`src/hdl/hamming_top_k_ranker_defines.svh`:
```
// Assertion macros shared by the ranker modules.
`ifndef HAMMING_TOP_K_RANKER_DEFINES_SVH
`define HAMMING_TOP_K_RANKER_DEFINES_SVH

// Same-cycle implication, sampled on clk, off during reset.
`define HKR_ASSERT_NOW(lbl, cond, prop, msg) \
	lbl: assert property (@(posedge clk) disable iff (!arst_n) (cond) |-> (prop)) \
		else $error(msg);

// Next-cycle implication, sampled on clk, off during reset.
`define HKR_ASSERT_NEXT(lbl, cond, prop, msg) \
	lbl: assert property (@(posedge clk) disable iff (!arst_n) (cond) |=> (prop)) \
		else $error(msg);

`endif

```
`src/hdl/hkr_pkg.sv`:
```
// Shared types and constants of the Hamming top-K ranker.
package hkr_pkg;

	localparam int FP_W        = 64;
	localparam int DIST_W      = 7;
	localparam int ID_W        = 17;
	localparam int RANK_W      = 3;
	localparam int QUEUE_DEPTH = 4;
	localparam int ADDR_W      = 4;
	localparam int DATA_W      = 64;

	localparam logic [DIST_W-1:0]      EMPTY_DIST     = 7'd127;
	localparam logic signed [ID_W-1:0] EMPTY_ID       = -17'sd1;
	localparam logic                   CFG_IDX_TARGET = 1'b0;

	typedef struct packed {
		logic                   last;
		logic [DIST_W-1:0]      distance;
		logic signed [ID_W-1:0] id;
	} item_t;

endpackage

```
`src/hdl/hkr_front.sv`:
```
// Front end: accepts fingerprints, computes distance and assigns ids.
module hkr_front #(
	parameter int MAX_ITEMS = 65536
) (
	input  logic                         clk,
	input  logic                         arst_n,
	input  logic                         in_valid,
	output logic                         in_stall,
	input  logic [hkr_pkg::FP_W-1:0]     fingerprint,
	input  logic                         last_item,
	input  logic [hkr_pkg::FP_W-1:0]     target,
	input  logic                         queue_full,
	output logic                         push,
	output hkr_pkg::item_t               push_item
);

	localparam int CNT_W = (MAX_ITEMS > 1) ? $clog2(MAX_ITEMS) : 1;
	localparam logic [CNT_W-1:0] CNT_MAX = CNT_W'(MAX_ITEMS - 1);

	function automatic logic [hkr_pkg::DIST_W-1:0] popcount64(input logic [63:0] x);
		logic [3:0]                  byte_cnt [8];
		logic [hkr_pkg::DIST_W-1:0] sum;
		sum = '0;
		for (int b = 0; b < 8; b++) begin
			byte_cnt[b] = '0;
			for (int j = 0; j < 8; j++) begin
				byte_cnt[b] = byte_cnt[b] + 4'(x[8*b+j]);
			end
		end
		for (int b = 0; b < 8; b++) begin
			sum = sum + hkr_pkg::DIST_W'(byte_cnt[b]);
		end
		return sum;
	endfunction

	logic                 valid_s1;
	hkr_pkg::item_t       item_s1;
	logic [CNT_W-1:0]     cnt_q;
	logic                 accept;

	assign push      = valid_s1 && !queue_full;
	assign in_stall  = valid_s1 && queue_full;
	assign accept    = in_valid && !in_stall;
	assign push_item = item_s1;

	always_ff @(posedge clk or negedge arst_n) begin
		if (!arst_n) begin
			valid_s1 <= 1'b0;
			cnt_q    <= '0;
		end else if (accept) begin
			valid_s1 <= 1'b1;
			if (last_item || cnt_q == CNT_MAX) begin
				cnt_q <= '0;
			end else begin
				cnt_q <= cnt_q + 1'b1;
			end
		end else if (push) begin
			valid_s1 <= 1'b0;
		end
	end

	always_ff @(posedge clk) begin
		if (accept) begin
			item_s1.last     <= last_item;
			item_s1.distance <= popcount64(fingerprint ^ target);
			item_s1.id       <= hkr_pkg::ID_W'(cnt_q);
		end
	end

endmodule

```
`src/hdl/hkr_queue.sv`:
```
// Short FIFO between the front end and the ranking back end.
`include "hamming_top_k_ranker_defines.svh"
module hkr_queue (
	input  logic           clk,
	input  logic           arst_n,
	input  logic           push,
	input  hkr_pkg::item_t push_item,
	output logic           full,
	input  logic           pop,
	output logic           pop_valid,
	output hkr_pkg::item_t pop_item
);

	localparam int DEPTH = hkr_pkg::QUEUE_DEPTH;
	localparam int PTR_W = $clog2(DEPTH);
	localparam int CNT_W = $clog2(DEPTH + 1);

	hkr_pkg::item_t   mem_q [DEPTH];
	logic [PTR_W-1:0] wr_ptr_q;
	logic [PTR_W-1:0] rd_ptr_q;
	logic [CNT_W-1:0] count_q;

	assign full      = count_q == CNT_W'(DEPTH);
	assign pop_valid = count_q != '0;
	assign pop_item  = mem_q[rd_ptr_q];

	always_ff @(posedge clk or negedge arst_n) begin
		if (!arst_n) begin
			wr_ptr_q <= '0;
			rd_ptr_q <= '0;
			count_q  <= '0;
		end else begin
			if (push) begin
				wr_ptr_q <= wr_ptr_q + 1'b1;
			end
			if (pop) begin
				rd_ptr_q <= rd_ptr_q + 1'b1;
			end
			if (push && !pop) begin
				count_q <= count_q + 1'b1;
			end else if (pop && !push) begin
				count_q <= count_q - 1'b1;
			end
		end
	end

	always_ff @(posedge clk) begin
		if (push) begin
			mem_q[wr_ptr_q] <= push_item;
		end
	end

	`HKR_ASSERT_NOW(a_no_overflow, push, !full, "push into full queue")
	`HKR_ASSERT_NOW(a_no_underflow, pop, pop_valid, "pop from empty queue")
	`HKR_ASSERT_NOW(a_count_bound, 1'b1, count_q <= CNT_W'(DEPTH), "queue count out of range")

endmodule

```
`src/hdl/hkr_back.sv`:
```
// Back end: sorted top-K list, insertion and drain of results.
`include "hamming_top_k_ranker_defines.svh"
module hkr_back #(
	parameter int LIST_SIZE = 8
) (
	input  logic                                clk,
	input  logic                                arst_n,
	input  logic                                item_valid,
	input  hkr_pkg::item_t                      item,
	output logic                                item_pop,
	output logic                                out_valid,
	input  logic                                out_stall,
	output logic [hkr_pkg::RANK_W-1:0]          rank,
	output logic signed [hkr_pkg::ID_W-1:0]     entry_id,
	output logic [hkr_pkg::DIST_W-1:0]          entry_distance,
	output logic                                last_result
);

	localparam int IDX_W = (LIST_SIZE > 1) ? $clog2(LIST_SIZE) : 1;
	localparam logic [IDX_W-1:0] IDX_LAST = IDX_W'(LIST_SIZE - 1);

	typedef enum logic [1:0] {
		ST_RUN   = 2'b01,
		ST_DRAIN = 2'b10
	} state_t;

	state_t                          state_q;
	logic [IDX_W-1:0]                drain_idx_q;
	logic [hkr_pkg::DIST_W-1:0]      sd_q  [LIST_SIZE];
	logic signed [hkr_pkg::ID_W-1:0] sid_q [LIST_SIZE];
	logic [hkr_pkg::DIST_W-1:0]      nd    [LIST_SIZE];
	logic signed [hkr_pkg::ID_W-1:0] nid   [LIST_SIZE];
	logic [LIST_SIZE-1:0]            better;
	logic                            load;
	logic                            drain_end;
	logic                            out_valid_q;
	logic [hkr_pkg::RANK_W-1:0]      rank_q;
	logic signed [hkr_pkg::ID_W-1:0] id_q;
	logic [hkr_pkg::DIST_W-1:0]      dist_q;
	logic                            last_q;

	assign item_pop  = item_valid && (state_q == ST_RUN);
	assign load      = (state_q == ST_DRAIN) && (!out_valid_q || !out_stall);
	assign drain_end = drain_idx_q == IDX_LAST;

	assign out_valid      = out_valid_q;
	assign rank           = rank_q;
	assign entry_id       = id_q;
	assign entry_distance = dist_q;
	assign last_result    = last_q;

	always_comb begin
		for (int i = 0; i < LIST_SIZE; i++) begin
			better[i] = (item.distance < sd_q[i]) ||
			            ((item.distance == sd_q[i]) && (item.id < sid_q[i]));
		end
		for (int i = 0; i < LIST_SIZE; i++) begin
			if (!better[i]) begin
				nd[i]  = sd_q[i];
				nid[i] = sid_q[i];
			end else if (i == 0) begin
				nd[i]  = item.distance;
				nid[i] = item.id;
			end else if (!better[i-1]) begin
				nd[i]  = item.distance;
				nid[i] = item.id;
			end else begin
				nd[i]  = sd_q[i-1];
				nid[i] = sid_q[i-1];
			end
		end
	end

	always_ff @(posedge clk or negedge arst_n) begin
		if (!arst_n) begin
			state_q     <= ST_RUN;
			drain_idx_q <= '0;
			out_valid_q <= 1'b0;
			for (int i = 0; i < LIST_SIZE; i++) begin
				sd_q[i]  <= hkr_pkg::EMPTY_DIST;
				sid_q[i] <= hkr_pkg::EMPTY_ID;
			end
		end else begin
			if (load) begin
				out_valid_q <= 1'b1;
			end else if (!out_stall) begin
				out_valid_q <= 1'b0;
			end

			if (item_pop) begin
				for (int i = 0; i < LIST_SIZE; i++) begin
					sd_q[i]  <= nd[i];
					sid_q[i] <= nid[i];
				end
			end else if (load) begin
				// shift up; empties fill in from the bottom, clearing the list
				for (int i = 0; i < LIST_SIZE - 1; i++) begin
					sd_q[i]  <= sd_q[i+1];
					sid_q[i] <= sid_q[i+1];
				end
				sd_q[LIST_SIZE-1]  <= hkr_pkg::EMPTY_DIST;
				sid_q[LIST_SIZE-1] <= hkr_pkg::EMPTY_ID;
			end

			unique case (state_q)
				ST_RUN: begin
					if (item_pop && item.last) begin
						state_q     <= ST_DRAIN;
						drain_idx_q <= '0;
					end
				end
				ST_DRAIN: begin
					if (load) begin
						if (drain_end) begin
							state_q <= ST_RUN;
						end else begin
							drain_idx_q <= drain_idx_q + 1'b1;
						end
					end
				end
				default: begin
					state_q <= ST_RUN;
				end
			endcase
		end
	end

	always_ff @(posedge clk) begin
		if (load) begin
			rank_q <= hkr_pkg::RANK_W'(drain_idx_q);
			id_q   <= sid_q[0];
			dist_q <= sd_q[0];
			last_q <= drain_end;
		end
	end

	`HKR_ASSERT_NOW(a_no_pop_in_drain, state_q == ST_DRAIN, !item_pop, "pop during drain")
	`HKR_ASSERT_NEXT(a_cleared_after_drain, load && drain_end,
		sd_q[0] == hkr_pkg::EMPTY_DIST && sid_q[0] == hkr_pkg::EMPTY_ID, "list not cleared")
	`HKR_ASSERT_NEXT(a_drain_starts_at_head, item_pop && item.last,
		drain_idx_q == '0 && state_q == ST_DRAIN, "drain did not start")

endmodule

```
`src/hdl/hamming_top_k_ranker.sv`:
```
// Top level of the Hamming-distance top-K ranker.
//
// Input channel (in_valid/in_stall): one 64-bit fingerprint per beat, with
// last_item marking the end of a search. Each beat gets the next id from an
// internal counter (modulo MAX_ITEMS) and its distance is the popcount of
// fingerprint XOR target. Ordinary items are taken one per cycle while the
// queue is not full; they pass a register stage and a 4-entry queue and are
// ranked one per cycle outside a drain. After the last item is ranked, the
// back end drains LIST_SIZE result beats (rank, entry_id, entry_distance,
// last_result on the final one), one per cycle while out_stall is low, and
// clears the list; the id counter restarts once the last item is taken.
// During the drain the queue still fills, so input stalls only once it is
// full. A last item passes the front register stage, the queue and the list
// before its first result beat reaches the result register.
// out_stall holds the result register; input backs up through the queue.
// Reset clears the list to empty slots (id -1, distance 127), the counter,
// the target register and both channels. The target is written over the
// APB port at addresses 0 to 7 (64-bit data).
module hamming_top_k_ranker #(
	parameter int LIST_SIZE = 8,
	parameter int MAX_ITEMS = 65536
) (
	input  logic                                clk,
	input  logic                                arst_n,
	input  logic                                psel,
	input  logic                                penable,
	input  logic                                pwrite,
	input  logic [hkr_pkg::ADDR_W-1:0]          paddr,
	input  logic [hkr_pkg::DATA_W-1:0]          pwdata,
	output logic [hkr_pkg::DATA_W-1:0]          prdata,
	output logic                                pready,
	input  logic                                in_valid,
	output logic                                in_stall,
	input  logic [hkr_pkg::FP_W-1:0]            fingerprint,
	input  logic                                last_item,
	output logic                                out_valid,
	input  logic                                out_stall,
	output logic [hkr_pkg::RANK_W-1:0]          rank,
	output logic signed [hkr_pkg::ID_W-1:0]     entry_id,
	output logic [hkr_pkg::DIST_W-1:0]          entry_distance,
	output logic                                last_result
);

	logic [hkr_pkg::FP_W-1:0] target_q;
	logic                     sel_target;
	logic                     push;
	logic                     full;
	logic                     pop;
	logic                     pop_valid;
	hkr_pkg::item_t           push_item;
	hkr_pkg::item_t           pop_item;

	assign pready     = 1'b1;
	assign sel_target = paddr[3] == hkr_pkg::CFG_IDX_TARGET;
	assign prdata     = sel_target ? target_q : '0;

	always_ff @(posedge clk or negedge arst_n) begin
		if (!arst_n) begin
			target_q <= '0;
		end else if (psel && penable && pwrite && pready && sel_target) begin
			target_q <= pwdata;
		end
	end

	hkr_front #(
		.MAX_ITEMS(MAX_ITEMS)
	) u_front (
		.clk        (clk),
		.arst_n     (arst_n),
		.in_valid   (in_valid),
		.in_stall   (in_stall),
		.fingerprint(fingerprint),
		.last_item  (last_item),
		.target     (target_q),
		.queue_full (full),
		.push       (push),
		.push_item  (push_item)
	);

	hkr_queue u_queue (
		.clk      (clk),
		.arst_n   (arst_n),
		.push     (push),
		.push_item(push_item),
		.full     (full),
		.pop      (pop),
		.pop_valid(pop_valid),
		.pop_item (pop_item)
	);

	hkr_back #(
		.LIST_SIZE(LIST_SIZE)
	) u_back (
		.clk           (clk),
		.arst_n        (arst_n),
		.item_valid    (pop_valid),
		.item          (pop_item),
		.item_pop      (pop),
		.out_valid     (out_valid),
		.out_stall     (out_stall),
		.rank          (rank),
		.entry_id      (entry_id),
		.entry_distance(entry_distance),
		.last_result   (last_result)
	);

endmodule
```
`config.mk`:
```
export PLATFORM = sky130hd
export DESIGN_NAME = hamming_top_k_ranker
export DESIGN_NICKNAME = d
export VERILOG_FILES = /design/src/hdl/hkr_pkg.sv /design/src/hdl/hkr_front.sv /design/src/hdl/hkr_queue.sv /design/src/hdl/hkr_back.sv /design/src/hdl/hamming_top_k_ranker.sv
export VERILOG_INCLUDE_DIRS = /design/src /design/src/hdl
export SDC_FILE = /design/constraint.sdc
export NUM_CORES = 1
export LEC_CHECK = 0
export ABC_AREA = 1
export BUFFER_PORTS_ARGS = -buffer_cell sky130_fd_sc_hd__buf_4
export CORE_ASPECT_RATIO = 1.25
export CORE_MARGIN = 2
export CORE_UTILIZATION = 30
export DETAILED_ROUTE_END_ITERATION = 7
export PLACE_DENSITY_LB_ADDON = 0.25
export RECOVER_POWER = 25
export SLEW_MARGIN = 20
export SYNTH_ARGS = -nofsm -noshare
export SYNTH_HDL_FRONTEND = slang
export SYNTH_HIERARCHICAL = 1
export SYNTH_SLANG_ARGS = --single-unit
```
`constraint.sdc`:
```
create_clock -name clk -period 6.6 [get_ports clk]
set_input_delay 0.66 -clock clk [delete_from_list [all_inputs] [get_ports clk]]
set_output_delay 0.66 -clock clk [all_outputs]
set_load 0.1 [all_outputs]
```
==> impl_metrics.json <==
{
  "cp_cell_sequence": "xor2_1 > fa_1 > inv_1 > fa_1 > fa_1 > fa_1 > inv_1 > fa_1 > inv_1 > fa_1 > fa_1 > fa_1 > inv_1 > ha_1 > fa_1 > nand3_1 > nand2_1 > a21oi_1 > o21bai_1",
  "hold_class": "in2reg",
  "yosys_register_bits": 438,
  "netlist_area_um2": 29200,
  "wl_per_cell_um": 15.1,
  "tightest_slew_ns": 5.17,
  "cap_violations": 1,
  "grt_pass1_vias": 23000,
  "synth.most_common_cell": "nand2_1",
  "cts_resized": 0,
  "grt_first_pass_wirelength_um": 126000,
  "cp-end-kind": "flop",
  "violations": "capacitance limit, slew limit",
  "fill_cells": 10100,
  "yosys.area.top_type": "dfstp_2",
  "finalSetupViolCount": 0,
  "drc_errors": 0,
  "cts.sinks": 438,
  "io_buffers": 230,
  "core_area_um2": 96100,
  "hpwl_um": 58200,
  "ys.flop_type": "dfstp_2",
  "synth_area_leaders": "dfstp_2 (17%), nand2_1 (17%), edfxtp_1 (16%)",
  "grtUsageTotal_pct": 15.6,
  "finalInstanceArea_um2": 33600,
  "final-seq-area_um2": 12000,
  "cts_buffer_depth": 3,
  "cts-root-buf": "clkbuf_16",
  "vias": 23100,
  "max-slew-margin-rel_pct": -245,
  "yosys_warnings": 6,
  "seq_area_frac_synth_pct": 41.0,
  "tritoncts": "yes",
  "critPathMaxStageDelay_ns": 0.59,
  "grt_max_degree": 116,
  "first_pass_iters": 5,
  "cts_buffers": 53,
  "rows": 127,
  "dieArea_um2": 99800,
  "rsz0062_at_grt": "false",
  "drive_gt1_share_pct": 15.0,
  "cts_hold_buffers": 0,
  "start_kind": "flop",
  "syn_to_final_growth_pct": 15.1,
  "post_dp_cell_area_um2": 31800,
  "multiInputGateArea_um2": 14200,
  "first_iter_violations": 1287,
  "worstSkewPairLatency_ns": 0.62,
  "status": "complete, but fails checks",
  "synth_async_sr_flop_share_pct": 65.3,
  "clkTransAtPathRegs_ns": 0.06,
  "slew_violations": 107,
  "ys_types": 48,
  "gr-total-overflow": 0,
  "synthTopCellsByCount": "nand2_1 (1308), inv_1 (542), a21oi_1 (270)",
  "slowest_stage": "fa_1",
  "die_width_um": 283,
  "viasPerCell": 4.42,
  "fin_crit_ns": 6.24,
  "ioPinCount": 235,
  "hold_depth": 3,
  "globalplace.congestion": 0.853,
  "start_util_pct": 30.3,
  "fmax_mhz": 160,
  "crit_top_cell": "fa_1",
  "post_cts_buffers": 0,
  "worst-setup-path-type": "reg2reg",
  "wl_um": 79200,
  "yosysTopAreaCellShare_pct": 17.4,
  "reg2reg_to": "u_front/push_item[23]$_DFFE_PP_",
  "antenna_found_initial": 6,
  "cts.htree.levels": 2,
  "synth_nets": 4134,
  "regToRegStartpoint": "target_q[57]$_DFFE_PN0P_",
  "rrSetupSlack_ns": 0.36,
  "path_max_fanout": 3,
  "whs_ns": 0.271,
  "final_net_count": 4299,
  "synth_edf_count": 152,
  "min_period_over_period_pct": 94.5,
  "critPathArrivalTime_ns": 6.60,
  "postSynthAreaPerCell_um2": 7.82,
  "reg2reg_depth": 19,
  "holdCritStartpoint": "pwdata[2]",
  "finClkSkew_ns": 0.0287,
  "die_h_um": 353,
  "required_ns": 6.96,
  "min_to": "target_q[2]$_DFFE_PN0P_",
  "synthesis.instances": 3732,
  "hold_violations": 0,
  "drtAntennaViolNets": 0
}
[registers in the layout (all words and copies together) (netlist names)]
name                   cells
u_queue/wr_ptr_q           2
u_queue/mem_q            100
u_back/sid_q             136
u_front/cnt_q             16
u_back/last_result         1
u_queue/count_q            3
target_q                  64
u_queue/rd_ptr_q           2
u_back/rank                3
u_back/out_valid           1
u_front/valid_s1           1
u_back/drain_idx_q         3
u_back/state_q             2
u_back/entry_distance      7
u_back/entry_id           17
u_front/push_item         24
u_back/sd_q               56
[per-layer routing]
layer | GRT usage (%) | wire length (um) | up-vias
met1 | 19.0 | 33700 | 10600
li1 | - | - | 12000
met3 | 2.23 | 3090 | 119
met2 | 28.2 | 40000 | 393
met5 | 0 | 15 | -
met4 | 5.02 | 2380 | 2
[cell families after synthesis]
| kind of cell | synth area share (%) |
|---|---|
| flip-flops | 41.0 |
| AND/OR/NAND/NOR | 24.9 |
| XOR/XNOR | 2.31 |
| AO/OA/AOI/OAI | 8.71 |
| adder cells (fa/ha/maj) | 12.7 |
| buffers and inverters | 10.4 |
| other | 0.0257 |
[layout by cell type (no fill, tap or decap), types with 53 or more instances in the layout]
master	count
nand2_1	1308
inv_1	542
a21oi_1	270
nor2_1	260
buf_4	257
ha_1	207
dfstp_2	182
edfxtp_1	152
nand3_1	151
dfrtp_1	92
fa_1	55
clkbuf_16	54
o211ai_1	53
[how the worst max path moves through the flow]
stage	end	startpoint
after detailed placement	u_front/push_item[23]$_DFFE_PP_	fingerprint[45]
after CTS	u_front/push_item[23]$_DFFE_PP_	target_q[51]$_DFFE_PN0P_
after global routing	u_front/push_item[23]$_DFFE_PP_	target_q[45]$_DFFE_PN0P_
after floorplan	u_front/push_item[23]$_DFFE_PP_	fingerprint[45]
final	u_front/push_item[23]$_DFFE_PP_	target_q[57]$_DFFE_PN0P_
after global placement	u_front/push_item[23]$_DFFE_PP_	fingerprint[45]
[cell type report]
type | instances | share of cell area [%]
Antenna cell | 6 | 0.0447
Clock buffer | 73 | 4.36
Clock inverter | 26 | 0.797
Inverter | 552 | 6.20
Multi-Input combinational cell | 2591 | 42.3
Sequential cell | 438 | 35.6
Tap cell | 1290 | 4.81
Timing Repair Buffer | 261 | 5.91
[worst max-delay path: cells and delay by family (launching register included)]
| kind | cells | cell delay [ns] |
|---|---|---|
| simple gates | 2 | 0.17 |
| fa+ha+maj | 10 | 4.80 |
| buf+inv | 4 | 0.21 |
| xor+xnor | 1 | 0.19 |
| flops | 1 | 0.40 |
| compound gates | 2 | 0.21 |
[through the flow]
step                      utilization, %  setup TNS [ns]  std cells  setup slack (ns)
final                               34.9               0       5237             0.362
after global routing                34.9               0       5236            0.0664
after CTS                           34.9               0       5231             0.315
after detailed placement            33.1         -0.0409       5132           -0.0409
after global placement              33.1        -0.00494       5132          -0.00494
after floorplan                        -               0       3732             0.394
Power is not shown: default switching activity piles up to over one toggle a cycle in this logic, so the estimate is an artifact.
